[config.mk]
export PLATFORM = sky130hd
export DESIGN_NAME = tiled_matmul_tile_sequencer_top
export DESIGN_NICKNAME = d
export VERILOG_FILES = /design/src/rtl/tmts_pkg.sv /design/src/rtl/tiled_matmul_tile_sequencer_top.sv /design/src/rtl/tmts_core.sv
export SDC_FILE = /design/constraint.sdc
export NUM_CORES = 1
export LEC_CHECK = 0
export ABC_CLOCK_PERIOD_IN_PS = 5800
export BUFFER_PORTS_ARGS = -buffer_cell sky130_fd_sc_hd__buf_2
export CAP_MARGIN = 10
export CORE_MARGIN = 4
export CORE_UTILIZATION = 35
export DETAILED_ROUTE_END_ITERATION = 8
export PLACE_DENSITY = 0.56
export SLEW_MARGIN = 20
export SYNTH_ARGS = -nofsm -noshare
export SYNTH_HDL_FRONTEND = slang
export SYNTH_SLANG_ARGS = --single-unit
[constraint.sdc]
create_clock -name clk_i -period 5.8 [get_ports clk_i]
set_clock_uncertainty 0.05 [all_clocks]
set_input_delay 0.29 -clock clk_i [delete_from_list [all_inputs] [get_ports clk_i]]
set_output_delay 0.29 -clock clk_i [all_outputs]
set_load 0.02 [all_outputs]
[src/rtl/tmts_pkg.sv]
// shared types and constants for the tile sequencer
package tmts_pkg;

  // default tiling, handed to the top level parameters
  localparam int TILE_DIM_DEF   = 32;
  localparam int BLOCK_COLS_DEF = 256;

  // fixed field widths
  localparam int ADDR_W   = 32;
  localparam int DIM_W    = 16;
  localparam int CFG_IDX_W = 3;
  localparam int BW_OUT_W = 9;
  localparam int VAL_W    = 6;
  localparam int GRP_W    = 3;

  // configuration register indexes
  localparam logic [CFG_IDX_W-1:0] CFG_A_BASE   = 3'd0;
  localparam logic [CFG_IDX_W-1:0] CFG_B_BASE   = 3'd1;
  localparam logic [CFG_IDX_W-1:0] CFG_C_BASE   = 3'd2;
  localparam logic [CFG_IDX_W-1:0] CFG_ROWS_N   = 3'd3;
  localparam logic [CFG_IDX_W-1:0] CFG_INNER_K  = 3'd4;
  localparam logic [CFG_IDX_W-1:0] CFG_COLS_M   = 3'd5;
  localparam logic [CFG_IDX_W-1:0] CFG_RELOAD_A = 3'd6;

  // live configuration seen by the sequencer
  typedef struct packed {
    logic [ADDR_W-1:0] b_base;
    logic [DIM_W-1:0]  rows_n;
    logic [DIM_W-1:0]  cols_m;
    logic              reload_a;
  } cfg_t;

  // one request of sampled handshake levels
  typedef struct packed {
    logic command;
    logic a_loaded;
    logic b_loaded;
    logic tile_ready;
    logic tile_done;
    logic c_write_done;
  } hs_t;

  // published outputs
  typedef struct packed {
    logic                tile_row_half;
    logic [GRP_W-1:0]    tile_col_group;
    logic                tile_valid;
    logic                a_reload_request;
    logic                b_reload_request;
    logic [ADDR_W-1:0]   b_block_address;
    logic [BW_OUT_W-1:0] b_block_width;
    logic [DIM_W-1:0]    c_row_origin;
    logic [DIM_W-1:0]    c_col_origin;
    logic [VAL_W-1:0]    c_rows_valid;
    logic [VAL_W-1:0]    c_cols_valid;
  } res_t;

endpackage

[src/rtl/tiled_matmul_tile_sequencer_top.sv]
// tile sequencer top level: configuration registers, request handshake, core
// latency: a result is offered the cycle after its request is accepted
// throughput: one request per cycle; a new request is taken while the last
// result is taken in the same cycle, so the result register is the only stage
// reset: asynchronous active low; idle phase, all other registers and all outputs but in_ready_o zero
// configuration is taken on any cycle with cfg_we_i high, no wait
module tiled_matmul_tile_sequencer_top import tmts_pkg::*; #(
  parameter int TILE_DIM   = TILE_DIM_DEF,
  parameter int BLOCK_COLS = BLOCK_COLS_DEF
) (
  input  logic                 clk_i,
  input  logic                 rst_ni,
  // configuration write port
  input  logic                 cfg_we_i,
  input  logic [CFG_IDX_W-1:0] cfg_index_i,
  input  logic [ADDR_W-1:0]    cfg_data_i,
  // request channel
  input  logic                 in_valid_i,
  output logic                 in_ready_o,
  input  logic                 command_i,
  input  logic                 a_fill_done_i,
  input  logic                 b_fill_done_i,
  input  logic                 core_ready_i,
  input  logic                 core_done_i,
  input  logic                 c_store_done_i,
  // result channel
  output logic                 out_valid_o,
  input  logic                 out_ready_i,
  output logic                 tile_row_half_o,
  output logic [GRP_W-1:0]     tile_col_group_o,
  output logic                 tile_go_o,
  output logic                 a_reload_request_o,
  output logic                 b_reload_request_o,
  output logic [ADDR_W-1:0]    b_block_address_o,
  output logic [BW_OUT_W-1:0]  b_block_cols_o,
  output logic [DIM_W-1:0]     c_row_origin_o,
  output logic [DIM_W-1:0]     c_col_origin_o,
  output logic [VAL_W-1:0]     c_rows_valid_o,
  output logic [VAL_W-1:0]     c_cols_valid_o,
  output logic                 busy_res_o
);

  cfg_t cfg_q;
  logic out_valid_q;
  logic step;
  hs_t  hs;
  res_t res;
  logic busy;

  // configuration registers; a base, c base and inner k belong to the
  // reader and writer side and steer nothing in the sequence itself
  always_ff @(posedge clk_i or negedge rst_ni) begin
    if (!rst_ni) begin
      cfg_q <= '0;
    end else if (cfg_we_i) begin
      case (cfg_index_i)
        CFG_B_BASE:   cfg_q.b_base   <= cfg_data_i;
        CFG_ROWS_N:   cfg_q.rows_n   <= cfg_data_i[DIM_W-1:0];
        CFG_COLS_M:   cfg_q.cols_m   <= cfg_data_i[DIM_W-1:0];
        CFG_RELOAD_A: cfg_q.reload_a <= cfg_data_i[0];
        CFG_A_BASE, CFG_C_BASE, CFG_INNER_K: begin
        end
        default: begin
        end
      endcase
    end
  end

  // the core state registers double as the result register: they only move
  // when the previous result is gone or leaves in this same cycle
  assign in_ready_o = !out_valid_q || out_ready_i;
  assign step       = in_valid_i && in_ready_o;

  always_ff @(posedge clk_i or negedge rst_ni) begin
    if (!rst_ni) begin
      out_valid_q <= 1'b0;
    end else if (step) begin
      out_valid_q <= 1'b1;
    end else if (out_ready_i) begin
      out_valid_q <= 1'b0;
    end
  end

  assign hs.command      = command_i;
  assign hs.a_loaded     = a_fill_done_i;
  assign hs.b_loaded     = b_fill_done_i;
  assign hs.tile_ready   = core_ready_i;
  assign hs.tile_done    = core_done_i;
  assign hs.c_write_done = c_store_done_i;

  tmts_core #(
    .TILE_DIM   (TILE_DIM),
    .BLOCK_COLS (BLOCK_COLS)
  ) u_core (
    .clk_i  (clk_i),
    .rst_ni (rst_ni),
    .step_i (step),
    .hs_i   (hs),
    .cfg_i  (cfg_q),
    .res_o  (res),
    .busy_o (busy)
  );

  assign out_valid_o        = out_valid_q;
  assign tile_row_half_o    = res.tile_row_half;
  assign tile_col_group_o   = res.tile_col_group;
  assign tile_go_o          = res.tile_valid;
  assign a_reload_request_o = res.a_reload_request;
  assign b_reload_request_o = res.b_reload_request;
  assign b_block_address_o  = res.b_block_address;
  assign b_block_cols_o     = res.b_block_width;
  assign c_row_origin_o     = res.c_row_origin;
  assign c_col_origin_o     = res.c_col_origin;
  assign c_rows_valid_o     = res.c_rows_valid;
  assign c_cols_valid_o     = res.c_cols_valid;
  assign busy_res_o         = busy;

endmodule

[src/rtl/tmts_core.sv]
// sequencer state machine: block and tile walk plus output registers
module tmts_core import tmts_pkg::*; #(
  parameter int TILE_DIM   = TILE_DIM_DEF,
  parameter int BLOCK_COLS = BLOCK_COLS_DEF
) (
  input  logic clk_i,
  input  logic rst_ni,
  input  logic step_i,
  input  hs_t  hs_i,
  input  cfg_t cfg_i,
  output res_t res_o,
  output logic busy_o
);

  localparam int RowW = $clog2((2 ** DIM_W) + TILE_DIM);
  localparam int BsW  = $clog2((2 ** DIM_W) + BLOCK_COLS);
  localparam int BwW  = $clog2(BLOCK_COLS + 1);
  localparam int CoW  = $clog2(BLOCK_COLS + TILE_DIM + 1);
  localparam int CvW  = (CoW > VAL_W) ? CoW : VAL_W;
  localparam int WoW  = (BwW > BW_OUT_W) ? BwW : BW_OUT_W;

  typedef enum logic [5:0] {
    PH_IDLE       = 6'b000001,
    PH_A_WAIT     = 6'b000010,
    PH_B_WAIT     = 6'b000100,
    PH_READY_WAIT = 6'b001000,
    PH_DONE_WAIT  = 6'b010000,
    PH_CWR_WAIT   = 6'b100000
  } phase_e;

  phase_e           phase_q, phase_d;
  logic [BsW-1:0]   block_start_q, block_start_d;
  logic [BwW-1:0]   block_width_q, block_width_d;
  logic [RowW-1:0]  row_q, row_d;
  logic [CoW-1:0]   col_q, col_d;
  logic [GRP_W-1:0] grp_q, grp_d;
  res_t             res_q, res_d;

  // candidate block start and its bounds
  logic [BsW-1:0]   bs_sel;
  logic [BsW:0]     bs_end;
  logic             bs_over;
  logic             bs_full;
  logic [BwW-1:0]   bw_new;

  // candidate tile position
  logic [CoW-1:0]   col_inc;
  logic             col_wrap;
  logic [RowW-1:0]  row_sel;
  logic [CoW-1:0]   col_sel;
  logic [GRP_W-1:0] grp_sel;
  logic             rows_over;
  logic [RowW-1:0]  row_rem;
  logic [RowW-1:0]  rows_v;
  logic [CvW-1:0]   col_rem;
  logic [CvW-1:0]   cols_v;
  logic [BsW:0]     col_glob;
  logic [WoW-1:0]   bw_ext;

  logic do_enter;
  logic do_walk;

  always_comb begin
    case (phase_q)
      PH_IDLE:   bs_sel = '0;
      PH_A_WAIT: bs_sel = block_start_q;
      default:   bs_sel = block_start_q + BsW'(BLOCK_COLS);
    endcase
  end

  assign bs_end  = {1'b0, bs_sel} + (BsW + 1)'(BLOCK_COLS);
  assign bs_over = bs_sel >= BsW'(cfg_i.cols_m);
  assign bs_full = bs_end <= (BsW + 1)'(cfg_i.cols_m);
  assign bw_new  = bs_full ? BwW'(BLOCK_COLS) : BwW'(BsW'(cfg_i.cols_m) - bs_sel);
  assign bw_ext  = WoW'(bw_new);

  // next tile: column offsets first, then the next row origin
  assign col_inc  = col_q + CoW'(TILE_DIM);
  assign col_wrap = col_inc >= CoW'(block_width_q);
  always_comb begin
    if (phase_q == PH_B_WAIT) begin
      row_sel = '0;
      col_sel = '0;
      grp_sel = '0;
    end else if (col_wrap) begin
      row_sel = row_q + RowW'(TILE_DIM);
      col_sel = '0;
      grp_sel = '0;
    end else begin
      row_sel = row_q;
      col_sel = col_inc;
      grp_sel = grp_q + GRP_W'(1);
    end
  end

  assign rows_over = row_sel >= RowW'(cfg_i.rows_n);
  assign row_rem   = RowW'(cfg_i.rows_n) - row_sel;
  assign rows_v    = (row_rem < RowW'(TILE_DIM)) ? row_rem : RowW'(TILE_DIM);
  assign col_rem   = CvW'(block_width_q) - CvW'(col_sel);
  assign cols_v    = (col_rem < CvW'(TILE_DIM)) ? col_rem : CvW'(TILE_DIM);
  assign col_glob  = {1'b0, block_start_q} + (BsW + 1)'(col_sel);

  always_comb begin
    phase_d       = phase_q;
    block_start_d = block_start_q;
    block_width_d = block_width_q;
    row_d         = row_q;
    col_d         = col_q;
    grp_d         = grp_q;
    res_d         = res_q;
    do_enter      = 1'b0;
    do_walk       = 1'b0;

    case (phase_q)
      PH_IDLE: begin
        if (hs_i.command) begin
          block_start_d = '0;
          row_d         = '0;
          col_d         = '0;
          grp_d         = '0;
          if (cfg_i.reload_a) begin
            res_d.a_reload_request = 1'b1;
            phase_d                = PH_A_WAIT;
          end else begin
            do_enter = 1'b1;
          end
        end
      end
      PH_A_WAIT: begin
        if (hs_i.a_loaded) begin
          res_d.a_reload_request = 1'b0;
          do_enter               = 1'b1;
        end
      end
      PH_B_WAIT: begin
        if (hs_i.b_loaded) begin
          res_d.b_reload_request = 1'b0;
          do_walk                = 1'b1;
        end
      end
      PH_READY_WAIT: begin
        if (hs_i.tile_ready) begin
          res_d.tile_valid = 1'b1;
          phase_d          = PH_DONE_WAIT;
        end
      end
      PH_DONE_WAIT: begin
        if (hs_i.tile_done) begin
          res_d.tile_valid = 1'b0;
          phase_d          = PH_CWR_WAIT;
        end
      end
      PH_CWR_WAIT: begin
        if (hs_i.c_write_done) begin
          do_walk = 1'b1;
        end
      end
      default: begin
        phase_d = PH_IDLE;
      end
    endcase

    if (do_walk) begin
      row_d = row_sel;
      col_d = col_sel;
      grp_d = grp_sel;
      if (rows_over) begin
        do_enter = 1'b1;
      end else begin
        res_d.tile_row_half  = (row_sel != '0);
        res_d.tile_col_group = grp_sel;
        res_d.c_row_origin   = row_sel[DIM_W-1:0];
        res_d.c_col_origin   = col_glob[DIM_W-1:0];
        res_d.c_rows_valid   = rows_v[VAL_W-1:0];
        res_d.c_cols_valid   = cols_v[VAL_W-1:0];
        phase_d              = PH_READY_WAIT;
      end
    end

    if (do_enter) begin
      block_start_d = bs_sel;
      if (bs_over) begin
        phase_d = PH_IDLE;
      end else begin
        block_width_d          = bw_new;
        res_d.b_block_address  = cfg_i.b_base + ADDR_W'(bs_sel);
        res_d.b_block_width    = bw_ext[BW_OUT_W-1:0];
        res_d.b_reload_request = 1'b1;
        phase_d                = PH_B_WAIT;
      end
    end
  end

  always_ff @(posedge clk_i or negedge rst_ni) begin
    if (!rst_ni) begin
      phase_q       <= PH_IDLE;
      block_start_q <= '0;
      block_width_q <= '0;
      row_q         <= '0;
      col_q         <= '0;
      grp_q         <= '0;
      res_q         <= '0;
    end else if (step_i) begin
      phase_q       <= phase_d;
      block_start_q <= block_start_d;
      block_width_q <= block_width_d;
      row_q         <= row_d;
      col_q         <= col_d;
      grp_q         <= grp_d;
      res_q         <= res_d;
    end
  end

  assign res_o  = res_q;
  assign busy_o = (phase_q != PH_IDLE);

  a_req_phase: assert property (@(posedge clk_i) disable iff (!rst_ni)
    res_q.a_reload_request == (phase_q == PH_A_WAIT))
    else $error("a reload request out of step with phase");

  b_req_phase: assert property (@(posedge clk_i) disable iff (!rst_ni)
    res_q.b_reload_request == (phase_q == PH_B_WAIT))
    else $error("b reload request out of step with phase");

  tile_valid_phase: assert property (@(posedge clk_i) disable iff (!rst_ni)
    res_q.tile_valid == (phase_q == PH_DONE_WAIT))
    else $error("tile valid out of step with phase");

  idle_holds: assert property (@(posedge clk_i) disable iff (!rst_ni)
    (step_i && (phase_q == PH_IDLE) && !hs_i.command) |=> (phase_q == PH_IDLE))
    else $error("left idle without a start");

endmodule
Word-level counts from Yosys, hierarchy flattened

Index checks and enable logic that the tools add are counted.

Logic and storage cells: 128
Output and inout bits: 95
Register bits: 210
Input bits: 46

Order comparisons: 6
Reduce and logical (&&, ||, !) cells: 22
Multiplexer cells: 51
Bitwise operators: 2
Add/sub/neg operators: 10
Equality and inequality tests: 16

Operators by type and width:

| kind                                                                           | number |
|---|---|
| 17-bit two-way mux                                                             | 6 |
| 42-bit two-way mux                                                             | 2 |
| 6-bit two-way mux                                                              | 9 |
| 9-bit two-way mux                                                              | 6 |
| 17-bit by 16-bit >= comparator with 1-bit output                               | 2 |
| 17-bit one-hot mux with 2 select lines                                         | 1 |
| 32-bit by 17-bit adder with 32-bit output                                      | 1 |
| 6-bit one-hot mux with 4 select lines                                          | 1 |
| 17-bit by 9-bit adder with 18-bit output (second input constant)               | 1 |
| 18-bit by 16-bit less-or-equal comparator with 1-bit output                    | 1 |
| 3-bit two-way mux                                                              | 6 |
| 9-bit subtractor                                                               | 2 |
| 17-bit by 6-bit adder with 17-bit output (second input constant)               | 1 |
| 17-bit by 9-bit adder with 17-bit output (second input constant)               | 1 |
| 17-bit by 6-bit less-than comparator with 1-bit output (second input constant) | 1 |
| 17-bit nonzero test                                                            | 1 |
| 16-bit by 17-bit subtractor with 17-bit output                                 | 1 |
| 16-bit by 9-bit adder with 16-bit output                                       | 1 |
| 1-bit two-way mux                                                              | 16 |
| 2-bit nonzero test                                                             | 7 |
| 3-bit AND reduction                                                            | 4 |
| 2-bit != test (second input constant)                                          | 5 |
| 9-bit by 6-bit adder with 9-bit output (second input constant)                 | 1 |
| 9-bit >= comparator                                                            | 1 |
| other kinds (21)                                                               | 29 |

Longest topological paths before layout

Gate-level depths: netlist (run 1).

Depth in word-level cells: 9
Depth in mapped cells: 22
Gate-level depth less buffers: 20

Cells and area by module

From an unflattened synthesis (run 1), not the netlist that was laid out.

Cells, all modules: 1332
Area, all modules: 13007.5 µm²

By module, submodules not included:

| module                          | times used | cells each | seq. area each (µm²) | area each (µm²) |
|---|---|---|---|---|
| tmts_core                       | 1          | 1188       | 3604.7               | 10456.3 |
| tiled_matmul_tile_sequencer_top | 1          | 144        | 1651.6               | 2551.2 |

Least setup slack after synthesis (run 1)

No wires, ideal clock.

Path kind: register to register
Start: register u_core.phase_q[2]
End: register u_core.res_q, in the netlist u_core.res_o[78]
Data required time: 5.622 ns
Path buffers: 3
Stages on the path, launching flop included: 18
Period minus slack after synthesis: 4.652 ns
Setup slack: 1.148 ns
Arrival time: 4.474 ns
Setup time: 0.128 ns
Cell sequence: dfrtp_1 -> buf_6 -> or4_4 -> buf_6 -> nor3_4 -> inv_1 -> clkbuf_1 -> nand2_1 -> inv_1 -> ha_1 -> a211oi_1 -> o21ai_0 -> o21ai_0 -> a211oi_1 -> o41ai_1 -> nor4_1 -> xnor2_1 -> mux2_1

Longest elaborated chain between the ends: 6
Elaborated cells on any way between the ends: 15
Classes of those cells: add/sub (1); order compare (2); eq/ne (4); mux (6); bitwise (1); reduce/logical (1)

Ends and longest elaborated chain:

| what                                             | RTL line                          | text |
|---|---|---|
| start, declared                                  | tmts_core.sv:31                   | `phase_e phase_q, phase_d;` |
| start signal, assigned                           | tmts_core.sv:204                  | `phase_q <= phase_d;` |
| 6-bit by 3-bit == test with 1-bit output         | tmts_core.sv:81, tmts_core.sv:114 |  |
| 17-bit two-way mux                               | tmts_core.sv:81                   | `if (phase_q == PH_B_WAIT) begin` |
| 17-bit by 16-bit >= comparator with 1-bit output | tmts_core.sv:96                   | `assign rows_over = row_sel >= RowW'(cfg_i.rows_n);` |
| 1-bit two-way mux                                | tmts_core.sv:167                  | `if (rows_over) begin` |
| 1-bit two-way mux                                | tmts_core.sv:163                  | `if (do_walk) begin` |
| 3-bit AND reduction (no source line)             | -                                 |  |
| end signal, assigned                             | tmts_core.sv:210                  | `res_q <= res_d;` |
| end, declared                                    | tmts_core.sv:37                   | `res_t res_q, res_d;` |

Parallel ways exist; a longest one is shown, timed or not.
A chain may end at the register's enable or synchronous reset.

Worst setup path in the final report (run 1)

Start: register u_core.col_q[5]
End: register u_core.res_q, in the netlist u_core.res_o[72]

Longest elaborated chain between the ends: 8

Ends and longest elaborated chain:

| what                                             | RTL line         | text |
|---|---|---|
| start, declared                                  | tmts_core.sv:35  | `logic [CoW-1:0] col_q, col_d;` |
| start signal, assigned                           | tmts_core.sv:208 | `col_q <= col_d;` |
| 9-bit by 6-bit adder with 9-bit output           | tmts_core.sv:78  | `assign col_inc = col_q + CoW'(TILE_DIM);` |
| 9-bit >= comparator                              | tmts_core.sv:79  | `assign col_wrap = col_inc >= CoW'(block_width_q);` |
| 17-bit two-way mux                               | tmts_core.sv:85  | `end else if (col_wrap) begin` |
| 17-bit two-way mux                               | tmts_core.sv:81  |  |
| 17-bit by 16-bit >= comparator with 1-bit output | tmts_core.sv:96  |  |
| 1-bit two-way mux                                | tmts_core.sv:167 |  |
| 1-bit two-way mux                                | tmts_core.sv:163 |  |
| 3-bit AND reduction (no source line)             | -                |  |

Every way passes these cells.

==> out/metrics.cfg, run 1 <==
[grt]
grt_pass1_wl_um=59200
gr-usage-all-layers=0.176
first_global_vias=10600
antenna_found_initial=4
grt_max_degree=141
gr-total-overflow=0

[route]
drt_iter0_drc=780
viasPerCell=5.27
wl_per_cell_um=17.6
drc=0
first_pass_iters=5
vias=11000
ant_nets=0
wirelength_um=36700

[layout]
final_cell_area_mm2=0.0157
layout-drive-gt1-share=0.191
layout_commonest_cell=dfrtp_1
syn_to_final_growth_pct=18.8
mostFrequentLayoutCells=dfrtp_1, nand2_1, buf_2
nets=1701

[synth]
ys_types=80
synth_xor_area_frac=0.0471
avgSynthCellArea_um2=9.48
synthMuxAreaShare=0.0860
syn_inst=1391
yosysSeqAreaShare=0.398
yosys.area_share.simple=0.150
yosys_warnings=0
synth_fp_nets=1538
synth_seq_cells=210
synthAdderAreaFrac=0.0986
netlist_area_mm2=0.0132
synth_compound_area_frac=0.175
synthArstFlopShare=1.00
synth_top_family_by_area=compound AO/OA/AOI/OAI gates
synth-edff-count=0
synth_ff_type=dfrtp_1

[clock_network]
insertion_delay_ns=0.54
clk_pin_slew_worst_paths_ns=0.06
root_buffer=clkbuf_16
cts_tree=built
htree_levels=1
numCtsBuffers=25
cts_sinks=210
clockBufferDepth=3

[critical_path]
crit_type=flop to flop
endpoint_kind=flop
cp_common_cell=ha_1
path_cells=ha_1, xor2_1, ha_1, o21a_1, o21ai_2, or4_1, a211oi_1, mux2i_1, buf_4, ha_1, o21ai_0, a21oi_1, nor3_1, a41oi_1, o211ai_1, nand3_2, buf_6, mux2_1
slowest_delay_ns=0.70
rrSetupSlack_ns=0.49
slowest_stage=or4_1
cp.required_ns=6.17
start_kind=flop
crit_arrival_ns=5.67
cp_max_fo=32

[sta]
grt_setup_unrepaired=no
relSlewSlack=0.447
finalSetupTns_ns=0
hold_viol=0
setup_viol=0
slew_viol_final=0
fmax_mhz=188
worst_pin_slew_ns=0.828
final.period_utilization=0.915
min_period_ns=5.31

[floorplan]
io_pins=141
rows=70
dieArea_mm2=0.0409
die_h_um=202
dieWidth_um=202
coreArea_mm2=0.0369
floorplan.initialDensity=0.358

[power_and_ir_drop]
leakagePower_uw=0.00736
p_clk_frac=0.288
peakVddDrop_uv=223
p_sw_frac=0.374
p_seq_frac=0.339
p_int_uw=3620
comb_power_share=0.373
p_sw_uw=2160
pwr_density_cell_mw_per_mm2=369

[placed_design]
place.gp.congestion=0.894
portBuffers=140
hpwl_um=27700
placed_area_mm2=0.0145

[worst_hold_path]
holdCritPathClass=input pin to flop

[outcome]
status=finished clean

[run]
drv_cap=0

stage by stage:
stage / util / hold WS [ns] / setup slack (ns) / instances / power, uW
floorplan: - / -0.0556 / 1.15 / 1391 / 3470
global placement: 0.392 / 0.237 / 0.491 / 1999 / 4070
detailed placement: 0.392 / 0.237 / 0.349 / 1999 / 4110
CTS: 0.424 / 0.00832 / 0.291 / 2073 / 5840
global route: 0.425 / 0.0139 / 0.0980 / 2077 / 6170
finish: 0.425 / 0.0243 / 0.494 / 2078 / 5780
final cells by class:
cell class,count,area [um2]
Inverter,86,323
Sequential cell,210,5260
Clock inverter,12,168
Timing Repair Buffer,195,1210
Tap cell,504,631
Clock buffer,32,702
Antenna cell,3,7.51
Multi-Input combinational cell,1036,7370
Fill cell,3642,21200
power groups by stage:
| stage | clock network, uW | logic (uW) | registers (uW) |
|---|---|---|---|
| CTS | 1720 | 2160 | 1960 |
| global placement | 0 | 2100 | 1970 |
| finish | 1670 | 2150 | 1960 |
| floorplan | 0 | 1410 | 2060 |
| detailed placement | 0 | 2130 | 1980 |
| global route | 1780 | 2390 | 1990 |
Yosys cell counts, types with 4 or more instances:
| library cell | count | area [um2] |
|---|---|---|
| o41ai_1 | 4 | 35.0 |
| a211o_1 | 4 | 35.0 |
| clkbuf_1 | 43 | 161 |
| mux2_2 | 64 | 721 |
| a2111oi_0 | 4 | 35.0 |
| nand4_1 | 17 | 106 |
| nor2_1 | 63 | 236 |
| dfrtp_1 | 209 | 5230 |
| nor3_1 | 16 | 80.1 |
| a211oi_1 | 14 | 105 |
| or4_1 | 6 | 45.0 |
| o21a_1 | 14 | 105 |
| a21oi_1 | 74 | 370 |
| a21o_1 | 23 | 173 |
| or2_2 | 4 | 25.0 |
| nand2_1 | 158 | 593 |
| xor2_1 | 31 | 272 |
| o211ai_1 | 9 | 67.6 |
| o21bai_1 | 8 | 60.1 |
| nand2b_1 | 13 | 81.3 |
| xnor2_1 | 40 | 350 |
| o21ai_0 | 111 | 556 |
| and2_1 | 24 | 150 |
| mux2_1 | 27 | 304 |
| o31ai_1 | 20 | 150 |
| a21boi_0 | 5 | 37.5 |
| a22o_1 | 9 | 78.8 |
| nand3_1 | 55 | 275 |
| nor4_1 | 9 | 56.3 |
| fa_1 | 5 | 100 |
| buf_2 | 8 | 40.0 |
| mux2i_1 | 11 | 110 |
| a31oi_1 | 14 | 87.6 |
| inv_1 | 86 | 323 |
| buf_1 | 4 | 15.0 |
| nor2b_1 | 15 | 93.8 |
| and3_1 | 9 | 56.3 |
| ha_1 | 96 | 1200 |
| o311ai_0 | 5 | 43.8 |
final timing paths:
check | from | endpoint | depth (start not counted)
max in group asynchronous | rst_ni | u_core.res_o[55] | 3
min in group asynchronous | rst_ni | u_core.res_o[40] | 2
worst min register to register | u_core.res_o[88] | u_core.res_o[88] | 2
worst max register to register | u_core.col_q[5] | u_core.res_o[72] | 18
worst max-delay path | u_core.col_q[5] | u_core.res_o[72] | 18
worst min-delay path | cfg_data_i[10] | cfg_q[43] | 2
flip-flops by register name (all words and copies together), names as in the netlist:
signal and flops:
cfg_q 65, u_core.grp_q 3, out_valid_o 1, u_core.col_q 9
u_core.row_q 17, u_core.phase_q 6, u_core.block_start_q 17, u_core.res_o 92
critical path, delay by kind of cell, from the launching register on:
kind	cells	cell delay (ns)
multiplexers	2	0.49
XOR/XNOR	1	0.17
AO/OA/AOI/OAI	7	1.65
flip-flops	1	0.43
AND/OR/NAND/NOR	3	0.94
buffers and inverters	2	0.48
adder cells (fa/ha/maj)	3	0.94
logic make-up (layout without fill, tap and decap cells):
| kind of cell | after synthesis | count (layout) |
|---|---|---|
| adder cells (fa/ha/maj) | 101 | 101 |
| flip-flops | 210 | 210 |
| other | 0 | 3 |
| multiplexers | 102 | 102 |
| XOR/XNOR | 71 | 71 |
| AO/OA/AOI/OAI | 354 | 354 |
| buffers and inverters | 145 | 325 |
| AND/OR/NAND/NOR | 408 | 408 |
what timing repair did:
action	4_1_cts	5_1_grt
buffers inserted	0	2
setup endpoints to repair	0	70
endpoints found under the hold margin	116	0
hold buffers	30	0
resized for setup	0	2
layer usage:
metal / GRT usage / vias to the layer above / wire length [um]
met4: 0.0298 / 2 / 535
met1: 0.262 / 5301 / 17900
li1: - / 5328 / -
met5: 0 / - / 13
met2: 0.268 / 280 / 15800
met3: 0.0380 / 42 / 2430
Power figures use the tool's default switching activity.
==> run 2: changes to the inputs <==
- CELL_PAD_IN_SITES_DETAIL_PLACEMENT: not set -> 2
- CELL_PAD_IN_SITES_GLOBAL_PLACEMENT: not set -> 2
- PLACE_DENSITY: 0.56 -> 0.8
==> out/metrics.cfg, run 2 (synthesized netlist as in run 1, its figures left out) <==
[outcome]
status=finished clean  ; unchanged

[power_and_ir_drop]
p_clk_frac=0.269  ; was 0.288
p_seq_frac=0.339  ; about the same
leakagePower_uw=0.00731  ; was 0.00736 uW
comb_power_share=0.392  ; was 0.373
p_int_uw=3510  ; was 3620 uW
p_sw_frac=0.401  ; was 0.374
pwr_density_cell_mw_per_mm2=376  ; was 369 mW/mm2
peakVddDrop_uv=221  ; was 223 uV
p_sw_uw=2350  ; was 2160 uW

[floorplan]
dieArea_mm2=0.0409  ; unchanged
io_pins=141  ; unchanged
dieWidth_um=202  ; unchanged
coreArea_mm2=0.0369  ; unchanged
floorplan.initialDensity=0.358  ; unchanged
die_h_um=202  ; unchanged
rows=70  ; unchanged

[route]
first_pass_iters=5  ; unchanged
wl_per_cell_um=22.4  ; was 17.6 um
vias=11500  ; was 11.0k
ant_nets=0  ; unchanged
drc=0  ; unchanged
wirelength_um=46400  ; was 36700 um
drt_iter0_drc=632  ; was 780
viasPerCell=5.54  ; was 5.27

[placed_design]
hpwl_um=34200  ; was 27700 um
portBuffers=140  ; unchanged
placed_area_mm2=0.0145  ; about the same
place.gp.congestion=0.889  ; was 0.894
dp_cells=2002  ; was 1999
pre_cts_ws_ns=0.216  ; was 0.349 ns

[sta]
fmax_mhz=182  ; was 188 MHz
final.period_utilization=0.945  ; was 0.915
hold_viol=0  ; unchanged
worst_pin_slew_ns=0.922  ; was 0.828 ns
relSlewSlack=0.370  ; was 0.447
finalWorstSetupSlack_ns=0.317  ; was 0.494 ns
holdWs_ns=0.0297  ; was 0.0243 ns
slew_viol_final=0  ; unchanged
min_period_ns=5.48  ; was 5.31 ns
setup_viol=0  ; unchanged

[clock_network]
insertion_delay_ns=0.54  ; about the same
post_cts_buffers=0  ; unchanged
cts_sinks=210  ; unchanged
htree_levels=1  ; unchanged
clk_pin_slew_worst_paths_ns=0.06  ; about the same
cts_tree=built  ; unchanged
numCtsBuffers=26  ; was 25
clockBufferDepth=3  ; unchanged
root_buffer=clkbuf_16  ; unchanged

[critical_path]
critPathTopFamily=compound AO/OA/AOI/OAI gates  ; unchanged
cp_common_cell=ha_1  ; unchanged
cp_max_fo=80  ; was 32
slowest_stage=ha_1  ; was or4_1
start_kind=flop  ; unchanged
crit_arrival_ns=5.86  ; was 5.67 ns
slowest_delay_ns=0.46  ; was 0.70 ns
path_buf_inv=1  ; was 2
path_cells=ha_1, xor2_1, ha_1, a211o_1, a21oi_1, o21bai_1, nor2_2, xnor2_1, nand2_1, ha_1, and3_1, nand4_1, a21oi_1, nor3_2, a41oi_2, o211ai_1, buf_12, o21bai_1, o31ai_1  ; was ha_1, xor2_1, ha_1, o21a_1, o21ai_2, or4_1, a211oi_1, mux2i_1, buf_4, ha_1, o21ai_0, a21oi_1, nor3_1, a41oi_1, o211ai_1, nand3_2, buf_6, mux2_1
r2r_start=u_core.col_q[5]  ; unchanged
crit_type=flop to flop  ; unchanged
cp.required_ns=6.18  ; was 6.17 ns
cp-startpoint=u_core.col_q[5]  ; unchanged
endpoint_kind=flop  ; unchanged

[layout]
fillers=4028  ; was 3642
fin_cells=2070  ; was 2078
nets=1693  ; was 1701
final_cell_area_mm2=0.0156  ; was 0.0157 mm2
syn_to_final_growth_pct=18.0  ; was 18.8%
layout_commonest_cell=dfrtp_1  ; unchanged
layout-drive-gt1-share=0.194  ; was 0.191
largest_reg_flops=92  ; unchanged
multi_input_area_mm2=0.00739  ; was 0.00737 mm2
regArea_mm2=0.00526  ; unchanged
mostFrequentLayoutCells=dfrtp_1, nand2_1, buf_2  ; unchanged

[grt]
use_met2=0.386  ; was 0.268
antenna_found_initial=6  ; was 4
grt_max_degree=141  ; unchanged
met1_usage=0.292  ; was 0.262
grt_pass1_wl_um=73500  ; was 59200 um
grt-busiest-layer=met2  ; unchanged
gr-total-overflow=0  ; unchanged
first_global_vias=12700  ; was 10.6k
grt_use_met3=0.0351  ; was 0.0380
gr-usage-all-layers=0.222  ; was 0.176

[worst_hold_path]
holdCritPathClass=input pin to flop  ; unchanged
hp-start=cfg_data_i[4]  ; was cfg_data_i[10]

[run]
drv_cap=0  ; unchanged

-- run 2: changes by cell type in the layout (fill, tap and decap cells not counted), moves of 2 or more --
cell and delta:
dlygate4sd3_1 -10, bufinv_16 -4, clkbuf_1 +3, buf_12 +2
clkbuf_16 +2, clkinvlp_4 +2
-- run 2: routing by layer --
metal  vias up  routed length [um]
met2       244               22500
li1       5283                   -
met1      5846               20700
met3        82                1860
met5         -                  42
met4         8                1260
-- run 2: through the flow --
stage          power, uW  TNS (ns)   util
3_5_place_dp        4230         0  0.394
3_3_place_gp        4120         0  0.394
2_1_floorplan       3470         0      -
5_1_grt             6230   -0.0769  0.422
6_report            5860         0  0.422
4_1_cts             5870         0  0.421
-- run 2: cell type report --
class / instances / area share
clock buffers: 37 / 0.0491
flip-flops and latches: 210 / 0.338
multi-input cells: 1036 / 0.475
well taps: 504 / 0.0405
repair buffers: 186 / 0.0735
diodes: 3 / 0.000482
inverters: 86 / 0.0207
clock inverters: 8 / 0.00289
-- run 2: repair_timing --
action | in CTS | in global routing
gates resized for setup | 0 | 6
hold endpoints to repair | 89 | 0
hold buffers | 20 | 0
endpoints found under the setup margin | 0 | 54
-- run 2: path summary, 6_finish.rpt --
kind	to	slack [ns]	cells after the start
hold reg to reg	u_core.res_o[14]	0.42	2
hold / removal	cfg_q[5]	0.03	2
max in group asynchronous	u_core.res_o[55]	4.21	3
min in group asynchronous	u_core.res_o[38]	0.25	2
setup / recovery	u_core.res_o[7]	0.32	19
setup reg to reg	u_core.res_o[7]	0.32	19
-- run 2: power groups by stage --
stage	sequential [uW]	combinational [uW]	clock, uW
2_1_floorplan	2060	1410	0
3_3_place_gp	1980	2140	0
3_5_place_dp	2000	2240	0
4_1_cts	1980	2290	1610
5_1_grt	2020	2540	1680
6_report	1980	2300	1580
